## src/hw/rtl/tiled_palette_framebuffer_engine_core_defines.svh

```systemverilog
// assertion helpers
`ifndef TILED_PALETTE_FRAMEBUFFER_ENGINE_CORE_DEFINES_SVH
`define TILED_PALETTE_FRAMEBUFFER_ENGINE_CORE_DEFINES_SVH

`define TPFE_ASSERT_NOW(label, cond, prop) \
    label: assert property (@(posedge clk) disable iff (!rst_n) (cond) |-> (prop)) \
        else $error("tpfe assertion failed");

`define TPFE_ASSERT_NEXT(label, cond, prop) \
    label: assert property (@(posedge clk) disable iff (!rst_n) (cond) |=> (prop)) \
        else $error("tpfe assertion failed");

`endif

```

## src/hw/rtl/tpfe_pkg.sv

```systemverilog
`default_nettype none
package tpfe_pkg;

    localparam logic [3:0] FUNC_CLEAR   = 4'd0;
    localparam logic [3:0] FUNC_BG      = 4'd1;
    localparam logic [3:0] FUNC_FG      = 4'd2;
    localparam logic [3:0] FUNC_PALSEL  = 4'd3;
    localparam logic [3:0] FUNC_X       = 4'd4;
    localparam logic [3:0] FUNC_Y       = 4'd5;
    localparam logic [3:0] FUNC_W       = 4'd6;
    localparam logic [3:0] FUNC_H       = 4'd7;
    localparam logic [3:0] FUNC_PLOT    = 4'd8;
    localparam logic [3:0] FUNC_BLIT    = 4'd9;
    localparam logic [3:0] FUNC_SYNC    = 4'd10;
    localparam logic [3:0] FUNC_PALWR   = 4'd11;

    localparam int MAX_OUT = 64;

    typedef enum logic [6:0] {
        ST_IDLE      = 7'b0000001,
        ST_PLOT      = 7'b0000010,
        ST_CLR_RD    = 7'b0000100,
        ST_CLR_TILE  = 7'b0001000,
        ST_CLR_FILL  = 7'b0010000,
        ST_SYNC_SCAN = 7'b0100000,
        ST_SYNC_LAST = 7'b1000000
    } state_t;

endpackage
`default_nettype wire

```

## src/hw/rtl/tiled_palette_framebuffer_engine_core.sv

```systemverilog
`default_nettype none
// tiled palette framebuffer draw engine
// a request is taken at a rising edge with start high and busy low; the
// request fields are func, value, blit_dx, blit_dy, pal_number, pal_entry
// register commands (colours, palette select, x/y/w/h, palette write) are
// done at the accepting edge; plot and blit pixel first read the palette
// memory, then write the pixel memory and tile flags in ST_PLOT
// clear reads the background colour from the palette, then fills every tile
// not already clear in that colour, one pixel memory write per cycle
// sync walks one tile flag per cycle and stops after the last tile or once 64
// tiles have been found; each dirty tile is shown on tile_row, tile_column
// and last for one cycle with strobe high, one dirty tile behind the walk
// the receiver cannot stall, so results are never held back
// reset sets the window and colours to their defaults, marks every tile
// dirty and not clear; palette and pixel memories are not cleared
module tiled_palette_framebuffer_engine_core
    import tpfe_pkg::*;
#(
    parameter int SCREEN_W = 256,
    parameter int SCREEN_H = 192,
    parameter int TILE_W   = 32,
    parameter int TILE_H   = 24,
    parameter int PALETTES = 16
)(
    input  wire logic        clk,
    input  wire logic        rst_n,
    input  wire logic        start,
    output logic             busy,
    input  wire logic [3:0]  func,
    input  wire logic [15:0] value,
    input  wire logic [15:0] blit_dx,
    input  wire logic [15:0] blit_dy,
    input  wire logic [3:0]  pal_number,
    input  wire logic [7:0]  pal_entry,
    output logic             strobe,
    output logic [2:0]       tile_row,
    output logic [2:0]       tile_column,
    output logic             last
);

    localparam int TCOLS    = SCREEN_W / TILE_W;
    localparam int TROWS    = SCREEN_H / TILE_H;
    localparam int NTILES   = TCOLS * TROWS;
    localparam int AREA_W   = TCOLS * TILE_W;
    localparam int AREA_H   = TROWS * TILE_H;
    localparam int TILE_PIX = TILE_W * TILE_H;
    localparam int PIX_D    = NTILES * TILE_PIX;
    localparam int PAL_D    = PALETTES * 256;
    localparam int PIX_AW   = $clog2(PIX_D);
    localparam int PAL_AW   = $clog2(PAL_D);
    localparam int TIDX_W   = (NTILES > 1) ? $clog2(NTILES) : 1;
    localparam int CW       = (TCOLS > 1) ? $clog2(TCOLS) : 1;
    localparam int RW       = (TROWS > 1) ? $clog2(TROWS) : 1;
    localparam int PW       = $clog2(TILE_PIX);
    localparam int CNT_W    = $clog2(MAX_OUT);

    logic [15:0] palette_mem [PAL_D];
    logic [15:0] pixel_mem   [PIX_D];

    state_t state_reg, state_next;

    logic [15:0] pos_x_reg, pos_y_reg, win_w_reg, win_h_reg;
    logic [7:0]  back_colour_reg, fore_colour_reg, last_fill_reg;
    logic [3:0]  active_pal_reg;
    logic [NTILES-1:0] tile_dirty_reg, tile_clear_reg;

    logic [15:0]       pal_rdata_reg;
    logic [PAL_AW-1:0] pal_raddr;

    logic [PIX_AW-1:0] plot_addr_reg;
    logic [TIDX_W-1:0] plot_tile_reg;

    logic [15:0]       clr_colour_reg;
    logic [PIX_AW-1:0] clr_addr_reg;
    logic [PW-1:0]     clr_pix_reg;

    logic [TIDX_W-1:0] scan_t_reg;
    logic [RW-1:0]     scan_row_reg, pend_row_reg;
    logic [CW-1:0]     scan_col_reg, pend_col_reg;
    logic              pend_valid_reg;
    logic [CNT_W-1:0]  found_reg;

    logic              strobe_reg, last_reg;
    logic [2:0]        row_out_reg, col_out_reg;

    logic        accept;
    logic [16:0] draw_x, draw_y;
    logic        draw_ok;
    logic [TCOLS-1:0] col_ge;
    logic [TROWS-1:0] row_ge;
    logic [CW-1:0]     draw_col;
    logic [RW-1:0]     draw_row;
    logic [TIDX_W-1:0] draw_tile;
    logic [PIX_AW-1:0] draw_addr;
    logic [16:0]       local_x, local_y;
    logic              scan_hit, scan_end;
    logic              clr_skip;

    assign busy   = (state_reg != ST_IDLE);
    assign accept = start && !busy;

    always_comb
    begin
        if (func == FUNC_BLIT)
        begin
            draw_x  = {1'b0, pos_x_reg} + {1'b0, blit_dx};
            draw_y  = {1'b0, pos_y_reg} + {1'b0, blit_dy};
            draw_ok = (blit_dx < win_w_reg) && (blit_dy < win_h_reg) && (value[7:0] != 8'd0);
        end
        else
        begin
            draw_x  = {1'b0, pos_x_reg};
            draw_y  = {1'b0, pos_y_reg};
            draw_ok = 1'b1;
        end
        draw_ok = draw_ok && (draw_x < 17'(AREA_W)) && (draw_y < 17'(AREA_H));
        col_ge = '0;
        for (int k = 1; k < TCOLS; k++)
        begin
            col_ge[k] = (draw_x >= 17'(k * TILE_W));
        end
        row_ge = '0;
        for (int k = 1; k < TROWS; k++)
        begin
            row_ge[k] = (draw_y >= 17'(k * TILE_H));
        end
        draw_col  = CW'($countones(col_ge));
        draw_row  = RW'($countones(row_ge));
        local_x   = draw_x - 17'(draw_col) * 17'(TILE_W);
        local_y   = draw_y - 17'(draw_row) * 17'(TILE_H);
        draw_tile = TIDX_W'(TIDX_W'(draw_row) * TIDX_W'(TCOLS) + TIDX_W'(draw_col));
        draw_addr = PIX_AW'(draw_tile) * PIX_AW'(TILE_PIX)
                  + PIX_AW'(local_y) * PIX_AW'(TILE_W) + PIX_AW'(local_x);
    end

    always_comb
    begin
        if (func == FUNC_CLEAR)
            pal_raddr = PAL_AW'(PAL_AW'(active_pal_reg) * PAL_AW'(256)
                                + PAL_AW'(back_colour_reg));
        else
            pal_raddr = PAL_AW'(PAL_AW'(active_pal_reg) * PAL_AW'(256)
                                + PAL_AW'(value[7:0]));
    end

    // palette memory
    always_ff @(posedge clk)
    begin
        if (accept && func == FUNC_PALWR && 32'(pal_number) < PALETTES)
            palette_mem[PAL_AW'(PAL_AW'(pal_number) * PAL_AW'(256) + PAL_AW'(pal_entry))]
                <= value;
        pal_rdata_reg <= palette_mem[pal_raddr];
    end

    // pixel memory
    always_ff @(posedge clk)
    begin
        if (state_reg == ST_PLOT)
            pixel_mem[plot_addr_reg] <= pal_rdata_reg;
        else if (state_reg == ST_CLR_FILL)
            pixel_mem[clr_addr_reg] <= clr_colour_reg;
    end

    assign scan_hit = tile_dirty_reg[scan_t_reg];
    assign scan_end = (scan_t_reg == TIDX_W'(NTILES - 1))
                   || (scan_hit && found_reg == CNT_W'(MAX_OUT - 1));
    assign clr_skip = tile_clear_reg[scan_t_reg] && (last_fill_reg == back_colour_reg);

    always_comb
    begin
        state_next = state_reg;
        unique case (state_reg)
            ST_IDLE:
            begin
                if (accept)
                begin
                    if ((func == FUNC_PLOT || func == FUNC_BLIT) && draw_ok)
                        state_next = ST_PLOT;
                    else if (func == FUNC_CLEAR)
                        state_next = ST_CLR_RD;
                    else if (func == FUNC_SYNC)
                        state_next = ST_SYNC_SCAN;
                end
            end
            ST_PLOT:      state_next = ST_IDLE;
            ST_CLR_RD:    state_next = ST_CLR_TILE;
            ST_CLR_TILE:
            begin
                if (!clr_skip)
                    state_next = ST_CLR_FILL;
                else if (scan_t_reg == TIDX_W'(NTILES - 1))
                    state_next = ST_IDLE;
            end
            ST_CLR_FILL:
            begin
                if (clr_pix_reg == PW'(TILE_PIX - 1))
                    state_next = (scan_t_reg == TIDX_W'(NTILES - 1)) ? ST_IDLE : ST_CLR_TILE;
            end
            ST_SYNC_SCAN:
            begin
                if (scan_end)
                    state_next = ST_SYNC_LAST;
            end
            ST_SYNC_LAST: state_next = ST_IDLE;
            default:      state_next = ST_IDLE;
        endcase
    end

    always_ff @(posedge clk or negedge rst_n)
    begin
        if (!rst_n)
        begin
            state_reg       <= ST_IDLE;
            pos_x_reg       <= '0;
            pos_y_reg       <= '0;
            win_w_reg       <= '0;
            win_h_reg       <= '0;
            back_colour_reg <= '0;
            fore_colour_reg <= 8'hff;
            active_pal_reg  <= '0;
            last_fill_reg   <= '0;
            tile_dirty_reg  <= '1;
            tile_clear_reg  <= '0;
            scan_t_reg      <= '0;
            scan_row_reg    <= '0;
            scan_col_reg    <= '0;
            pend_valid_reg  <= 1'b0;
            found_reg       <= '0;
            clr_pix_reg     <= '0;
            clr_addr_reg    <= '0;
            strobe_reg      <= 1'b0;
            last_reg        <= 1'b0;
        end
        else
        begin
            state_reg  <= state_next;
            strobe_reg <= 1'b0;
            last_reg   <= 1'b0;
            unique case (state_reg)
                ST_IDLE:
                begin
                    scan_t_reg     <= '0;
                    scan_row_reg   <= '0;
                    scan_col_reg   <= '0;
                    pend_valid_reg <= 1'b0;
                    found_reg      <= '0;
                    clr_addr_reg   <= '0;
                    clr_pix_reg    <= '0;
                    if (accept)
                    begin
                        case (func)
                            FUNC_BG:     back_colour_reg <= value[7:0];
                            FUNC_FG:     fore_colour_reg <= value[7:0];
                            FUNC_PALSEL:
                            begin
                                if (32'(value) < PALETTES)
                                    active_pal_reg <= value[3:0];
                            end
                            FUNC_X:      pos_x_reg <= value;
                            FUNC_Y:      pos_y_reg <= value;
                            FUNC_W:      win_w_reg <= value;
                            FUNC_H:      win_h_reg <= value;
                            default:     ;
                        endcase
                    end
                end
                ST_PLOT:
                begin
                    tile_dirty_reg[plot_tile_reg] <= 1'b1;
                    tile_clear_reg[plot_tile_reg] <= 1'b0;
                end
                ST_CLR_RD: ;
                ST_CLR_TILE:
                begin
                    clr_pix_reg <= '0;
                    if (clr_skip)
                    begin
                        clr_addr_reg <= clr_addr_reg + PIX_AW'(TILE_PIX);
                        scan_t_reg   <= scan_t_reg + TIDX_W'(1);
                        if (scan_t_reg == TIDX_W'(NTILES - 1))
                            last_fill_reg <= back_colour_reg;
                    end
                end
                ST_CLR_FILL:
                begin
                    clr_addr_reg <= clr_addr_reg + PIX_AW'(1);
                    clr_pix_reg  <= clr_pix_reg + PW'(1);
                    if (clr_pix_reg == PW'(TILE_PIX - 1))
                    begin
                        tile_clear_reg[scan_t_reg] <= 1'b1;
                        tile_dirty_reg[scan_t_reg] <= 1'b1;
                        scan_t_reg <= scan_t_reg + TIDX_W'(1);
                        if (scan_t_reg == TIDX_W'(NTILES - 1))
                            last_fill_reg <= back_colour_reg;
                    end
                end
                ST_SYNC_SCAN:
                begin
                    if (scan_hit)
                    begin
                        if (pend_valid_reg)
                            strobe_reg <= 1'b1;
                        pend_valid_reg             <= 1'b1;
                        found_reg                  <= found_reg + CNT_W'(1);
                        tile_dirty_reg[scan_t_reg] <= 1'b0;
                    end
                    scan_t_reg <= scan_t_reg + TIDX_W'(1);
                    if (scan_col_reg == CW'(TCOLS - 1))
                    begin
                        scan_col_reg <= '0;
                        scan_row_reg <= scan_row_reg + RW'(1);
                    end
                    else
                        scan_col_reg <= scan_col_reg + CW'(1);
                end
                ST_SYNC_LAST:
                begin
                    if (pend_valid_reg)
                    begin
                        strobe_reg <= 1'b1;
                        last_reg   <= 1'b1;
                    end
                end
                default: ;
            endcase
        end
    end

    // pending tile and request payloads
    always_ff @(posedge clk)
    begin
        if (accept)
        begin
            plot_addr_reg <= draw_addr;
            plot_tile_reg <= draw_tile;
        end
        if (state_reg == ST_CLR_RD)
            clr_colour_reg <= pal_rdata_reg;
        if (state_reg == ST_SYNC_SCAN && scan_hit)
        begin
            pend_row_reg <= scan_row_reg;
            pend_col_reg <= scan_col_reg;
            row_out_reg  <= 3'(pend_row_reg);
            col_out_reg  <= 3'(pend_col_reg);
        end
        if (state_reg == ST_SYNC_LAST)
        begin
            row_out_reg <= 3'(pend_row_reg);
            col_out_reg <= 3'(pend_col_reg);
        end
    end

    assign strobe      = strobe_reg;
    assign last        = last_reg;
    assign tile_row    = row_out_reg;
    assign tile_column = col_out_reg;

`include "tiled_palette_framebuffer_engine_core_defines.svh"

    `TPFE_ASSERT_NEXT(a_strobe_from_sync, !(state_reg == ST_SYNC_SCAN || state_reg == ST_SYNC_LAST), !strobe_reg)
    `TPFE_ASSERT_NEXT(a_last_ends_burst, strobe_reg && last_reg, !strobe_reg)
    `TPFE_ASSERT_NEXT(a_plot_marks_dirty, state_reg == ST_PLOT, tile_dirty_reg[$past(plot_tile_reg)])

endmodule
`default_nettype wire
```

## config.mk

```make
export PLATFORM = sky130hd
export DESIGN_NAME = tiled_palette_framebuffer_engine_core
export DESIGN_NICKNAME = d
export VERILOG_FILES = /design/src/hw/rtl/tpfe_pkg.sv /design/src/hw/rtl/tiled_palette_framebuffer_engine_core.sv
export VERILOG_INCLUDE_DIRS = /design/src /design/src/hw/rtl
export SDC_FILE = /design/constraint.sdc
export NUM_CORES = 1
export LEC_CHECK = 0
export ABC_CLOCK_PERIOD_IN_PS = 6900
export BUFFER_PORTS_ARGS = -buffer_cell sky130_fd_sc_hd__clkbuf_2
export CAP_MARGIN = 20
export CORE_ASPECT_RATIO = 0.5
export CORE_UTILIZATION = 25
export DETAILED_ROUTE_END_ITERATION = 7
export PLACE_DENSITY = 0.36
export SETUP_SLACK_MARGIN = 0.02
export SLEW_MARGIN = 20
export SYNTH_ARGS = -nofsm -noshare
export SYNTH_HDL_FRONTEND = slang
export SYNTH_SLANG_ARGS = --single-unit
```

## constraint.sdc

```tcl
create_clock -name clk -period 6.9 [get_ports clk]
set_input_delay 0.345 -clock clk [delete_from_list [all_inputs] [get_ports clk]]
set_output_delay 0.345 -clock clk [all_outputs]
set_load 0.05 [all_outputs]
```

==> results of run 1 <==
[layer usage]
layer | part of all wire, % | track usage [%] | vias to the layer above
li1 | - | - | 5767
met1 | 47 | 23.7 | 6320
met4 | 2.2 | 3.97 | 0
met2 | 46 | 27.5 | 336
met5 | 0 | 0 | -
met3 | 4.7 | 2.36 | 77
[synthesized netlist by cell type (all sizes together) (13+ instances only)]
library cell,instances
o21ai,199
dfrtp,181
a21oi,180
nand2,93
clkbuf,72
mux2,71
nor2,71
a22oi,68
ha,68
dfstp,65
inv,51
nand3,44
buf,26
nor3,24
mux2i,23
mux4,22
xor2,20
edfxtp,18
nor2b,17
and3,16
a21o,14
nand2b,14
a31oi,13
nor4,13
[cells by family (layout without fill, tap and decap cells)]
logic type / count (synthesis) / count (layout) / share of synthesized area [%]
AO/OA/AOI/OAI: 549 / 549 / 21.1
XOR/XNOR: 28 / 28 / 1.61
adder cells (fa/ha/maj): 78 / 78 / 6.90
buffers and inverters: 150 / 200 / 3.98
flip-flops: 264 / 264 / 44.5
multiplexers: 116 / 116 / 10.0
AND/OR/NAND/NOR: 356 / 356 / 11.9
[metrics by stage]
step | utilization (%) | hold WS [ns] | cells | worst slack (ns) | power, mW
CTS | 29.3 | 0.00580 | 2401 | 1.32 | 3.48
floorplan | - | 0.0494 | 1541 | 1.96 | 1.66
finish | 29.4 | 0.0478 | 2403 | 1.31 | 3.42
global route | 29.4 | 0.0469 | 2403 | 1.06 | 3.56
global placement | 27.5 | 0.410 | 2344 | 1.30 | 1.74
detailed placement | 27.5 | 0.405 | 2344 | 1.29 | 1.75
[worst min-delay path by stage]
stage                          startpoint            endpoint  slack [ns]  depth (start not counted)
final                           value[14]       win_w_reg[14]        0.05                          3
after global placement    pend_col_reg[1]      tile_column[1]        0.41                          0
after CTS                         func[2]        state_reg[2]       0.006                          2
after global routing            value[12]       win_w_reg[12]        0.05                          3
after floorplan                     rst_n  back_colour_reg[0]        0.05                          0
after detailed placement  pend_row_reg[2]         tile_row[2]        0.40                          0
[power groups by stage]
stage / Combinational [mW] / Sequential, mW / Clock (mW)
6_report: 0.150 / 1.57 / 1.71
5_1_grt: 0.173 / 1.56 / 1.82
4_1_cts: 0.156 / 1.56 / 1.76
3_5_place_dp: 0.154 / 1.59 / 0
3_3_place_gp: 0.151 / 1.59 / 0
2_1_floorplan: 0.0656 / 1.59 / 0
[timing repair]
action | in CTS | in global routing
setup endpoints to repair | 0 | 0
setup buffers | 0 | 0
hold buffers | 1 | 0
endpoints found under the hold margin | 86 | 0
[tightest hold or removal path, cell delays in order]
cell and delay, ns:
clkbuf_2 0.13, nand2_1 0.05, o21ai_0 0.06
[cell type report]
| cell class | instances | area, µm² |
|---|---|---|
| Clock buffer | 33 | 782 |
| Clock inverter | 23 | 254 |
| Fill cell | 6341 | 42200 |
| Inverter | 52 | 195 |
| Multi-Input combinational cell | 1127 | 7940 |
| Sequential cell | 264 | 6780 |
| Tap cell | 812 | 1020 |
| Timing Repair Buffer | 92 | 569 |
==> qor.yml, run 1 <==
r2r-end: "plot_tile_reg[4]"
synthArstFlopShare_pct: 93.2
ys_seq_area_share_pct: 44.5
htree_levels: 1
place.detailed.hpwl_um: 34500
slew_violations: 0
fin_nets: 1712
slew_headroom_pct: 16.4
avgSynthCellArea_um2: 9.88
cap_violations: 0
leakage_nw: 7.30
final_antenna_net_count: 0
critPathLaunchType: "flip-flop"
placed_area_um2: 16500
synth_top_area_share_pct: 29.7
syn_nets: 1686
p_sw_mw: 0.839
cts.sinks: 264
dieArea_um2: 62000
place_congestion: 0.834
slowest_stage: "fa_1"
antenna_found_initial: 0
grt_max_degree: 160
cts_buffers: 30
hold_viol_final: 0
cp-end-kind: "flip-flop"
grt_first_pass_wirelength_um: 80500
cp_common_cell: "fa_1"
fin_skew_ns: 0.0350
seqPwrFrac_pct: 45.7
clkTransAtPathRegs_ns: 0.06
synthTopCellsByArea: "dfrtp_1 30%, dfstp_2 11%, o21ai_0 6.5%, a21oi_1 5.9%, ha_1 5.6%"
setup_viol: 0
cts_buffer_depth: 3
std_cell_rows: 63
cts-root-buf: "clkbuf_16"
finalCriticalPeriod_ns: 5.59
p_int_mw: 2.58
firstDrtPassIters: 7
timing.final.crit_share_pct: 81.0
synth-main-ff-cell: "dfrtp_1"
powerDensity_nw_per_um2: 195
synth_cells: 1541
clock.fmax_mhz: 179
core_um2: 59700
layout_commonest_cell: "o21ai_0"
antenna_cells: 0
post-route-cell-area_um2: 17500
crit_buf_inv: 1
grt_overflow_total: 0
synth-edff-count: 18
start_util_pct: 25.5
tightest_slew_ns: 1.25
critPathKind: "reg -> reg"
peakVddDrop_v: 0.000217
dieWidth_um: 351
cts_resized: 0
grt_pass1_vias: 12700
final_layout_size_suffix_gt1_share_pct: 20.6
status: "complete, no violations"
path_depth: 16
arrival_ns: 5.92
critPathCapture: "plot_tile_reg[4]"
crit_path_cell_trace: "ha_1, fa_1, a211oi_1, o21ai_0, o2111ai_1, nand2_1, mux2i_1, o2111ai_1, o31a_1, or2_1, nor3_1, fa_1, fa_1, inv_1, fa_1, fa_1"
drc: 0
wl_per_cell_um: 21.7
drt-initial-drc-count: 861
insertion_delay_ns: 0.61
vias: 12500
grt_use_total_pct: 16.9
io_pins: 76
ff2ff_path_depth: 16
synth.distinct_cells: 74
share_comb_of_total_power_pct: 4.4
pwr-share-clk_pct: 49.9
wirelength_um: 52100
rsz0062_at_grt: "no"
hp-class: "in -> reg"
rrSetupSlack_ns: 1.31
syn_area_um2: 15200
cp_max_fo: 5
fin_tns_setup_ns: 0
die_h_um: 177
final_cell_mix: "197 x o21ai_0, 180 x a21oi_1, 178 x dfrtp_1, 93 x nand2_1, 71 x mux2_2"
critPathLaunch: "pos_y_reg[0]"
synth_warnings: 0
syn_to_final_growth_pct: 15.2
portBuffers: 63
via_per_inst: 5.20
cp_data_required_time_ns: 7.23
p_sw_share_pct: 24.5
slowest_delay_ns: 0.55
cts_tree: "built"
ys_seq_elements: 264
yosys.area.top_type: "dfrtp_1"
r2r-start: "pos_y_reg[0]"
cp_top_family: "adder cells"
No activity file was read; power rests on OpenSTA's default activity.
==> run 2: changes to the inputs <==
--- a/config.mk
+++ b/config.mk
@@ -6,7 +6,7 @@
 export SDC_FILE = /design/constraint.sdc
 export NUM_CORES = 1
 export LEC_CHECK = 0
-export ABC_CLOCK_PERIOD_IN_PS = 6900
+export ABC_CLOCK_PERIOD_IN_PS = 5400
 export BUFFER_PORTS_ARGS = -buffer_cell sky130_fd_sc_hd__clkbuf_2
 export CAP_MARGIN = 20
 export CORE_ASPECT_RATIO = 0.5
==> constraint.sdc (replaced) <==
create_clock -name clk -period 5.4 [get_ports clk]
set_input_delay 0.27 -clock clk [delete_from_list [all_inputs] [get_ports clk]]
set_output_delay 0.27 -clock clk [all_outputs]
set_load 0.05 [all_outputs]
==> run 2 against run 1 <==
Sequential share of layout area decreased by 0.16 points. Register-to-register slack got worse by 1.1 ns. Design area grew 0.43%. Non-clock buffer count grew 18. First-iteration DRC count grew 24%. Via count decreased by 0.46%. Hold slack worse by 0.037 ns. Total power is 23% higher. Final cell count grew 0.75%. Combinational power up 33%. Clock skew shrank 0.0022 ns. Clock power increased by 17%. Critical endpoint unchanged. Highest routed layer unchanged.
==> qor.yml, run 2 (synthesized netlist as in run 1, its figures left out) <==
status: "complete, no violations"
place.detailed.hpwl_um: 34800  # +0.87%
htree_levels: 1  # unchanged
critPathLaunchType: "flip-flop"
start_util_pct: 25.5  # unchanged
powerDensity_nw_per_um2: 238  # +22%
cp_data_required_time_ns: 5.71  # -1.52 ns
fin_nets: 1730  # +1.1%
dieWidth_um: 351  # unchanged
finalCriticalPeriod_ns: 5.19  # -0.399 ns
dieArea_um2: 62000  # unchanged
syn_to_final_growth_pct: 15.6
grt_use_total_pct: 16.7  # -0.22 points
whs_path_depth: 3  # unchanged
hp-class: "in -> reg"
r2r-end: "plot_tile_reg[4]"
tightest_slew_ns: 1.25  # -0.00215 ns
cts-root-buf: "clkbuf_16"
die_h_um: 177  # unchanged
slew_headroom_pct: 16.5  # +0.14 points
timing.final.crit_share_pct: 96.2  # +15 points
setup_viol: 0  # unchanged
cts_buffer_depth: 3  # unchanged
final_antenna_net_count: 0  # unchanged
register_area_um2: 6780  # unchanged
core_um2: 59700  # unchanged
slowest_stage: "fa_1"
grt_first_pass_wirelength_um: 78900  # -1.9%
arrival_ns: 5.50  # -0.42 ns
fin_skew_ns: 0.0329  # -0.00216 ns
drt-initial-drc-count: 1066  # +24%
clkTransAtPathRegs_ns: 0.06  # about the same
grt_max_degree: 103  # -36%
cp_common_cell: "fa_1"
clock.fmax_mhz: 193  # +7.7%
grt_pass1_vias: 12400  # -2.1%
leakage_nw: 7.33  # +0.41%
cts_tree: "built"
critPathKind: "reg -> reg"
antenna_cells: 0  # unchanged
final_layout_size_suffix_gt1_share_pct: 20.8  # +0.27 points
rsz0062_at_grt: "yes"
drc: 0  # unchanged
wirelength_um: 51700  # -0.71%
cts_buffers: 30  # unchanged
peakVddDrop_v: 0.000253  # +17%
cts.sinks: 264  # unchanged
grt_overflow_total: 0  # unchanged
portBuffers: 63  # unchanged
hold_viol_final: 0  # unchanged
vias: 12400  # -0.46%
fill_cells: 6300  # -0.65%
crit_path_cell_trace: "ha_1, fa_1, a211oi_2, o21ai_0, buf_4, o2111ai_2, nand2_1, mux2i_1, o2111ai_1, o31a_1, or2_1, nor3_2, fa_1, fa_1, inv_1, fa_1, fa_1"
final_util_pct: 29.5  # +0.13 points
place_congestion: 0.810  # -2.9%
layout_commonest_cell: "o21ai_0"
ff2ff_path_depth: 17  # +1
hold-worst-slack_ns: 0.0107  # -0.0371 ns
min_to: "win_w_reg[11]"
antenna_found_initial: 0  # unchanged
std_cell_rows: 63  # unchanged
fin_tns_setup_ns: 0  # unchanged
cts_setup_buffers: 0  # unchanged
cp-end-kind: "flip-flop"
rrSetupSlack_ns: 0.21  # -1.10 ns
slowest_delay_ns: 0.54  # about the same
min_from: "value[11]"
slew_violations: 0  # unchanged
cap_violations: 0  # unchanged
io_pins: 76  # unchanged
insertion_delay_ns: 0.59  # -0.02 ns
p_total_mw: 4.20  # +23%
wl_per_cell_um: 21.4  # -1.5%
via_per_inst: 5.14  # -1.2%
r2r-start: "pos_y_reg[0]"
cp_max_fo: 5  # unchanged
multi_input_area_um2: 7970  # +0.33%
firstDrtPassIters: 5  # -2
final_cell_mix: "197 x o21ai_0, 180 x a21oi_1, 178 x dfrtp_1, 93 x nand2_1, 71 x mux2_2"
run 2: changes by cell type in the layout (fill, tap and decap cells not counted), moves of 3 or more:
cell	change
buf_4	+11
clkinv_2	-4
clkinv_4	-4
dlygate4sd3_1	+6
bufinv_16	-3
clkbuf_1	+10
run 2: what timing repair did:
item,CTS,global route
resized for setup,1,5
setup endpoints to repair,1,3
pin swaps,0,2
hold buffers,7,0
endpoints found under the hold margin,60,0
run 2: critical path, delay by kind of cell (launching register included):
kind / cells / cell delay, ns
AOI/OAI and AO/OA: 5 / 1.02
adders and majority gates: 6 / 2.51
buffers and inverters: 2 / 0.22
DFF: 1 / 0.38
muxes: 1 / 0.18
and+or+nand+nor: 3 / 0.62
run 2: final cells by class:
class,instances,share of cell area [%]
Sequential cell,264,38.5
Tap cell,812,5.77
Inverter,52,1.11
Clock inverter,11,0.511
Timing Repair Buffer,110,4.07
Clock buffer,45,4.81
Multi-Input combinational cell,1127,45.2
run 2: metal layers:
layer  GRT usage (%)  wire, µm
met5               0         0
met3            2.52      2280
met4            4.49      1360
met2            27.0     23900
met1            23.2     24200
run 2: stage by stage:
stage	cell area, µm²	instances	setup WS (ns)
after global placement	16500	2354	0.0902
after detailed placement	16500	2354	-0.00298
after floorplan	15200	1541	0.464
after global routing	17600	2421	0.00811
final	17600	2421	0.207
after CTS	17500	2417	0.0639
run 2: power breakdown:
group,leakage (nW),total (mW),internal (mW),switching [mW]
clock network,0.448,2.00,1.13,0.871
logic,3.65,0.199,0.0664,0.133
registers,3.23,2.00,2.00,0
total,7.33,4.20,3.19,1.00
run 2: worst max-delay path by stage:
stage                       startpoint                to  slack, ns
after CTS                 pos_y_reg[0]  plot_tile_reg[4]       0.06
after detailed placement    blit_dy[0]  plot_tile_reg[4]     -0.003
final                     pos_y_reg[0]  plot_tile_reg[4]       0.21
after global placement      blit_dy[0]  plot_tile_reg[4]       0.09
after floorplan           pos_y_reg[0]  plot_tile_reg[4]       0.46
after global routing      pos_y_reg[0]  plot_tile_reg[4]      0.008
